$ cat config.mk
export PLATFORM = sky130hd
export DESIGN_NAME = ksel_cell
export DESIGN_NICKNAME = d
export VERILOG_FILES = /design/src/hw/rtl/ksel_pkg.sv /design/src/hw/rtl/ksel_cell.sv
export SDC_FILE = /design/constraint.sdc
export NUM_CORES = 1
export LEC_CHECK = 0
export BUFFER_PORTS_ARGS = -buffer_cell sky130_fd_sc_hd__buf_2
export CAP_MARGIN = 20
export CORE_ASPECT_RATIO = 1.1
export CORE_MARGIN = 5
export CORE_UTILIZATION = 45
export DETAILED_ROUTE_END_ITERATION = 12
export GPL_ROUTABILITY_DRIVEN = 0
export PLACE_DENSITY = 0.86
export REMOVE_ABC_BUFFERS = 1
export SETUP_SLACK_MARGIN = 0.05
export SLEW_MARGIN = 40
export SYNTH_ARGS = -nofsm -noshare
export SYNTH_HDL_FRONTEND = slang
export SYNTH_SLANG_ARGS = --single-unit
$ cat constraint.sdc
create_clock -name clk -period 5.45 [get_ports clk]
set_input_delay 0.545 -clock clk [delete_from_list [all_inputs] [get_ports clk]]
set_output_delay 0.545 -clock clk [all_outputs]
set_load 0.005 [all_outputs]
$ cat src/hw/rtl/ksel_pkg.sv
// Package with the shared widths, defaults, types and state codes of the rank selector.
package ksel_pkg;

  localparam int SAMPLE_W      = 32;
  localparam int RANK_W        = 8;
  localparam int MAX_ITEMS_DEF = 128;
  localparam logic [RANK_W-1:0] RANK_RESET = 8'd1;

  // Control of one step of the cell chain.
  typedef struct packed {
    logic insert;  // Sorted insertion of the broadcast word.
    logic shift;   // Every cell takes the word of its right neighbor.
    logic clear;   // Every cell becomes empty.
  } ksel_ctrl_t;

  typedef enum logic [1:0] {
    ST_LOAD   = 2'b01,
    ST_SELECT = 2'b10
  } ksel_state_t;

endpackage

$ cat src/hw/rtl/ksel_cell.sv
// One cell of the sorted chain: holds one word and its occupied flag.
module ksel_cell import ksel_pkg::*; (
  input  logic                       clk,
  input  logic                       rst,
  input  ksel_ctrl_t                 ctrl,
  input  logic signed [SAMPLE_W-1:0] new_word,
  input  logic                       left_gt,
  input  logic signed [SAMPLE_W-1:0] left_word,
  input  logic                       left_occ,
  input  logic signed [SAMPLE_W-1:0] right_word,
  input  logic                       right_occ,
  output logic signed [SAMPLE_W-1:0] word,
  output logic                       occ,
  output logic                       gt
);

  // The new word belongs at or before this cell when the cell is empty or holds a larger word.
  assign gt = !occ || (new_word < word);

  always_ff @(posedge clk) begin
    if (rst) begin
      occ <= 1'b0;
    end else if (ctrl.clear) begin
      occ <= 1'b0;
    end else if (ctrl.shift) begin
      occ  <= right_occ;
      word <= right_word;
    end else if (ctrl.insert && gt) begin
      if (left_gt) begin
        occ  <= left_occ;
        word <= left_word;
      end else begin
        occ  <= 1'b1;
        word <= new_word;
      end
    end
  end

endmodule

==> results of run 1 <==
[path summary, 6_finish.rpt]
check                               startpoint       end  slack, ns
worst max-delay path                  word[31]        gt       2.43
worst min-delay path            right_word[12]  word[12]       0.55
worst max register to register        word[31]  word[10]       2.66
worst min register to register             occ       occ       0.74
[state kept, by name, indices dropped and copies added (netlist names)]
register / count
word: 32
occ: 1
[per-stage QoR]
step	hold slack (ns)	cell area (um2)
after global placement	0.702	3290
after floorplan	0.654	2490
after detailed placement	0.717	3290
after CTS	0.541	3370
after global routing	0.554	3370
final	0.550	3370
[routing by layer]
layer | GRT usage, % | part of all wire [%] | up-vias
li1 | - | - | 1212
met1 | 21.1 | 40 | 1066
met2 | 34.4 | 51 | 87
met3 | 3.97 | 7.3 | 6
met4 | 4.30 | 0.92 | 0
met5 | 0 | 0 | -
[report_power, final]
part	total, mW	switching [mW]	leakage, nW	internal (mW)
Sequential	0.301	0.00570	0.308	0.295
Combinational	0.155	0.0795	1.40	0.0752
Clock	0.168	0.0818	0.0387	0.0860
Total	0.623	0.167	1.74	0.456
[critical path, cell delays in order (launching register included)]
cell,delay [ns]
sky130_fd_sc_hd__edfxtp_1,0.41
sky130_fd_sc_hd__inv_1,0.08
sky130_fd_sc_hd__ha_1,0.28
sky130_fd_sc_hd__nand4_2,0.16
sky130_fd_sc_hd__nor2_1,0.06
sky130_fd_sc_hd__a221oi_1,0.28
sky130_fd_sc_hd__o211ai_1,0.25
sky130_fd_sc_hd__nor4b_1,0.44
sky130_fd_sc_hd__nor2_1,0.09
sky130_fd_sc_hd__buf_2,0.14
[cell type report]
cell class	instances	share of cell area, %
flip-flops and latches	33	29.1
clock inverters	1	0.111
repair buffers	138	20.7
well taps	75	2.79
multi-input cells	190	41.5
inverters	32	3.57
clock buffers	6	2.16
[cells in the final DEF (no fill, tap or decap), types with 2 or more instances in the layout]
cell                         n
sky130_fd_sc_hd__o31a_1      2
sky130_fd_sc_hd__mux2i_1    32
sky130_fd_sc_hd__a21oi_1    12
sky130_fd_sc_hd__nand2b_1    2
sky130_fd_sc_hd__ha_1       31
sky130_fd_sc_hd__nor2_1      7
sky130_fd_sc_hd__edfxtp_1   32
sky130_fd_sc_hd__o21ai_0    37
sky130_fd_sc_hd__inv_1      32
sky130_fd_sc_hd__buf_4       3
sky130_fd_sc_hd__clkbuf_8    5
sky130_fd_sc_hd__nand2_1    44
sky130_fd_sc_hd__nand4_1     3
sky130_fd_sc_hd__buf_2     135
[cells by family after synthesis]
kind of cell | share of synthesized area (%)
buffers and inverters | 6.53
adder cells (fa/ha/maj) | 15.3
multiplexers | 12.7
AND/OR/NAND/NOR | 11.8
AO/OA/AOI/OAI | 15.0
flip-flops | 38.8
==> metrics.md, run 1 <==
| Metric | Value |
|---|---|
| Full die area | 0.00723 mm2 |
| Cts-stage hold buffer count | 0 |
| Minimum clock period | between 3 and 4 ns |
| Period utilization | 55.3% |
| Remaining antenna violation count | 0 |
| Top post-synthesis cells by area | sky130_fd_sc_hd__edfxtp_1 (38%), sky130_fd_sc_hd__ha_1 (15%), sky130_fd_sc_hd__mux2i_1 (13%), sky130_fd_sc_hd__o21ai_0 (7.3%), sky130_fd_sc_hd__nand2_1 (6.5%) |
| Final-report hold violation count | 0 |
| Cell accounting for the most synthesized area | sky130_fd_sc_hd__edfxtp_1 |
| Seq/Total Area, Yosys | 38.8% |
| Unique masters post-synth | 33 |
| Area growth from synthesis to layout | 33.0% |
| Number of antenna violations at the first check in global routing | 0 |
| Data arrival time of the critical path | 2.47 ns |
| Clock tree root buffer cell | sky130_fd_sc_hd__clkbuf_8 |
| Type of the most critical hold path | in2reg |
| Total power | 0.623 mW |
| Area of the multi-input gates | 0.00140 mm2 |
| Setup ws final | 2.43 ns |
| Wire length of the first global-routing pass | 10.4 mm |
| Largest net degree at the start of global routing | 70 |
| Number of buffers added by the clock tree synthesis step | 5 |
| First-pass DRT Iterations | 4 |
| Initial drt markers | 81 |
| Number of H-tree levels | 2 |
| Post-detailed-routing wire length | 6.61 mm |
| Number of synthesized register bits | 33 |
| Clock Path Buffers | 2 |
| Number of enable flip-flop cells after synthesis | 32 |
| Fin nets | 535 |
| Setup Fix Bufs, Post-CTS | 0 |
| Clock slew at the register clock pins of the worst setup and hold paths | 0.06 ns |
| Initial core utilization | 46.6% |
| Layout Utilization | between 60 and 70% |
| Worst supply voltage drop on vdd | 123 uV |
| Kind of capture point of the worst setup path | output pin |
| Share of synthesized registers carrying an async set or reset | 0% |
| Achievable clock frequency | 0.332 GHz |
| Worst Reg-to-Reg Cells | 9 |
| Reported leakage power | 1.74 nW |
| Area of the mapped netlist | 0.00253 mm2 |
| GRT Overall Usage | 18.4% |
| Most frequently used flop master after synthesis | sky130_fd_sc_hd__edfxtp_1 |
| Pwr Density | 185 mW/mm2 |
| Final-layout fill cell count | roughly 480 |
| Count of inserted antenna diode cells | 0 |
| Routed len/inst | 13.9 um |
| Transition time at the pin with the least slew margin | 0.568 ns |
| Critical path type | reg2out |
| Routed vias | 2371 |
| DRC violation count after routing | 0 |
| Number of top-level design ports | 138 |
| Post-Synthesis Mean Instance Area | around 9.5 um2 |
| YS warnings | 0 |
| Share of post-route cells with drive strength above 1 | 37.5% |
| TritonCTS clock tree | yes |
| Die width | 81.5 um |
| Congestion Overflow GR | 0 |
| Site row count | 28 |
| Number of buffer cells added on primary ports | 137 |
| Placed insts | 468 |
| Worst hold stages | 3 |
| Result of the run | completed |
| Average vias per placed instance | between 4 and 5 |
| Setup repair after global routing missed its margin | false |
| Post-DP HPWL | 5.47 mm |
| Gate count after technology mapping | 266 |
| Post-Route Setup TNS | 0 ns |
| Most repeated cell in the gate-level netlist after synthesis | sky130_fd_sc_hd__nand2_1 |
| Type of element launching the critical path | flip-flop |
| Area share of the largest cell type after synthesis | 38.0% |
| Number of pins exceeding their max-slew limit in the final report | 0 |
| Number of global-route vias before repair | 2392 |
| Final standard cell count with taps included and fillers excluded | between 400 and 500 |
| Sequential cell area | 981 um2 |
| Req. time, crit path | 4.91 ns |
| Worst-case headroom to the max-slew limit | about 62% |
| Floorplan core area | 0.00543 mm2 |
| Final Setup Violations | 0 |
| Clock sinks | 33 |
| Pre-CTS setup slack | 2.37 ns |
| Largest fanout of any net on the critical path | 6 |
| Maximum clock skew at final layout | roughly 0.0027 ns |
| Clock latency reported for the late side of the worst-skew pair | 0.27 ns |
| Max-capacitance violation count | 0 |
| Resized Gates After CTS | 0 |
| Top cells by count, synth | sky130_fd_sc_hd__nand2_1 (44), sky130_fd_sc_hd__o21ai_0 (37), sky130_fd_sc_hd__edfxtp_1 (32), sky130_fd_sc_hd__inv_1 (32), sky130_fd_sc_hd__mux2i_1 (32) |
| Height of the die | 88.7 um |
No activity file was read; power rests on OpenSTA's default activity.
==> inputs of run 2 (changes only) <==
clock period = 3 ns   (was 5.45 ns; I/O delays follow)
==> metrics.md, run 2 (synthesis gave the netlist of run 1 again) <==
| Metric | Value |
|---|---|
| Internal power of the cells | between 0.8 and 0.9 mW |
| First-pass DRT Iterations | 4 |
| Worst-case headroom to the max-slew limit | 64.0% |
| Post-detailed-routing wire length | 6.48 mm |
| Setup ws final | 0.292 ns |
| Flip-flop count of the largest register, all copies and words added | 32 |
| Number of top-level design ports | 138 |
| Reg-to-Reg End | word[19] |
| Final Setup Violations | 0 |
| Most common cell after layout, fill and taps aside | sky130_fd_sc_hd__buf_2 |
| Area of the multi-input gates | 0.00140 mm2 |
| Number of global-route vias before repair | 2370 |
| Result of the run | completed |
| Largest net degree at the start of global routing | 37 |
| Layout Utilization | 62.4% |
| Die width | roughly 82 um |
| Worst Min Path Start | right_word[27] |
| Highest metal layer with signal wires | met4 |
| Fin nets | 536 |
| Pwr Density | between 300 and 400 mW/mm2 |
| Transition time at the pin with the least slew margin | 0.540 ns |
| Critical path type | reg2out |
| Floorplan core area | 0.00543 mm2 |
| Launch point of the worst reg-to-reg path | word[31] |
| Remaining antenna violation count | 0 |
| Share of post-route cells with drive strength above 1 | 37.9% |
| Count of inserted antenna diode cells | 0 |
| Site row count | 28 |
| Endpoint with the worst hold slack | word[27] |
| Reported leakage power | between 1.5 and 2 nW |
| Post-Route Setup TNS | 0 ns |
| Largest registers ranked by flip-flop count | word (32), occ (1) |
| Area growth from synthesis to layout | 34.0% |
| Wire length of the first global-routing pass | between 9 and 10 mm |
| Net switching power | ~0.30 mW |
| Max-capacitance violation count | 0 |
| Clock tree root buffer cell | sky130_fd_sc_hd__clkbuf_8 |
| Setup repair after global routing missed its margin | false |
| Number of buffer cells added on primary ports | roughly 140 |
| Met2 layer wire length in the routed design | around 3.3 mm |
| Final standard cell count with taps included and fillers excluded | approximately 480 |
| Req. time, crit path | 2.70 ns |
| Final-report hold violation count | 0 |
| Type of the most critical hold path | in2reg |
| Average vias per placed instance | 4.96 |
| Full die area | about 0.0072 mm2 |
| Minimum clock period | 2.71 ns |
| Worst Reg-to-Reg Cells | 9 |
| Cts-stage hold buffer count | 0 |
| Clock latency reported for the late side of the worst-skew pair | 0.27 ns |
| Largest fanout of any net on the critical path | 6 |
| Setup slack of the worst register-to-register path | approximately 0.33 ns |
| Most used cells in the layout excluding fill and tap cells | sky130_fd_sc_hd__buf_2 (136), sky130_fd_sc_hd__nand2_1 (44), sky130_fd_sc_hd__o21ai_0 (37) |
| Number of H-tree levels | 2 |
| Total routed wire length on the met1 layer | 2.67 mm |
| Routed vias | 2363 |
| Worst hold stages | 3 |
| Proportion of power drawn by flip-flops and latches | between 40% and 50% |
| Part of the power in combinational logic | between 20% and 30% |
| Fraction of power spent switching nets | 26.6% |
| Data arrival time of the critical path | between 2 and 2.5 ns |
| Number of pins exceeding their max-slew limit in the final report | 0 |
| Final std cell area, no fill | between 0.003 and 0.004 mm2 |
| Post-DP HPWL | ~5.5 mm |
| Pre-CTS setup slack | 0.304 ns |
| Maximum clock skew at final layout | 0.00419 ns |
| Achievable clock frequency | 0.369 GHz |
| Type of element launching the critical path | flip-flop |
| Congestion Overflow GR | 0 |
| DRC violation count after routing | 0 |
| Clock sinks | 33 |
| TritonCTS clock tree | yes |
| Number of buffers added by the clock tree synthesis step | 5 |
| Detail Route met3 WL | 465 um |
| Placed insts | roughly 470 |
| Sequential cell area | 981 um2 |
| Period utilization | 90.3% |
| Register name with the most flops | word |
| Number of antenna violations at the first check in global routing | 0 |
| Initial core utilization | 46.6% |
| GRT Overall Usage | 17.6% |
| Placed inst area | around 0.0033 mm2 |
| Clock slew at the register clock pins of the worst setup and hold paths | 0.06 ns |
| Height of the die | 88.7 um |
| Clock Path Buffers | 2 |
| Final-layout fill cell count | 443 |
| Kind of capture point of the worst setup path | output pin |
| Total power | 1.13 mW |
| Initial drt markers | between 60 and 70 |
| Routed len/inst | 13.6 um |
| Worst supply voltage drop on vdd | roughly 250 uV |
| Hold Worst Slack | about 0.31 ns |
| Clock network power share | 26.7% |
run 2: critical path: stages (launching register included):
cell,delay [ns]
sky130_fd_sc_hd__edfxtp_1,0.34
sky130_fd_sc_hd__inv_1,0.05
sky130_fd_sc_hd__ha_1,0.35
sky130_fd_sc_hd__nand4_2,0.18
sky130_fd_sc_hd__nor2_1,0.07
sky130_fd_sc_hd__a221oi_1,0.28
sky130_fd_sc_hd__o211ai_1,0.26
sky130_fd_sc_hd__nor4b_2,0.39
sky130_fd_sc_hd__nor2_1,0.08
sky130_fd_sc_hd__buf_2,0.14
run 2: timing repair:
item	in CTS	in global routing
resized for setup	0	1
setup buffers	0	0
setup endpoints to repair	0	1
run 2: final cells by class:
type                       count  share of cell area [%]
inverter                      32                    3.54
sequential                    33                    28.9
clock inverter                 1                   0.111
multi-input combinational    190                    41.4
tap                           75                    2.77
timing repair buffer         139                    21.1
clock buffer                   6                    2.14
run 2: power groups by stage:
stage	Sequential [mW]	Combinational [mW]	Clock (mW)
5_1_grt	0.548	0.324	0.333
4_1_cts	0.546	0.289	0.318
3_3_place_gp	0.554	0.276	0
6_report	0.546	0.285	0.303
3_5_place_dp	0.556	0.288	0
2_1_floorplan	0.559	0.130	0
run 2: metal layers:
layer / vias to the layer above / GRT usage, %
li1: 1223 / -
met1: 1040 / 19.7
met2: 92 / 32.8
met3: 8 / 3.77
met4: 0 / 5.84
met5: - / 0
run 2: worst max-delay path by stage:
| stage | start | end | cells past startpoint |
|---|---|---|---|
| after floorplan | word[31] | word[0] | 8 |
| after global placement | new_word[31] | word[16] | 9 |
| after detailed placement | new_word[31] | word[5] | 9 |
| after CTS | word[26] | gt | 9 |
| after global routing | word[31] | gt | 9 |
| final | word[31] | gt | 9 |
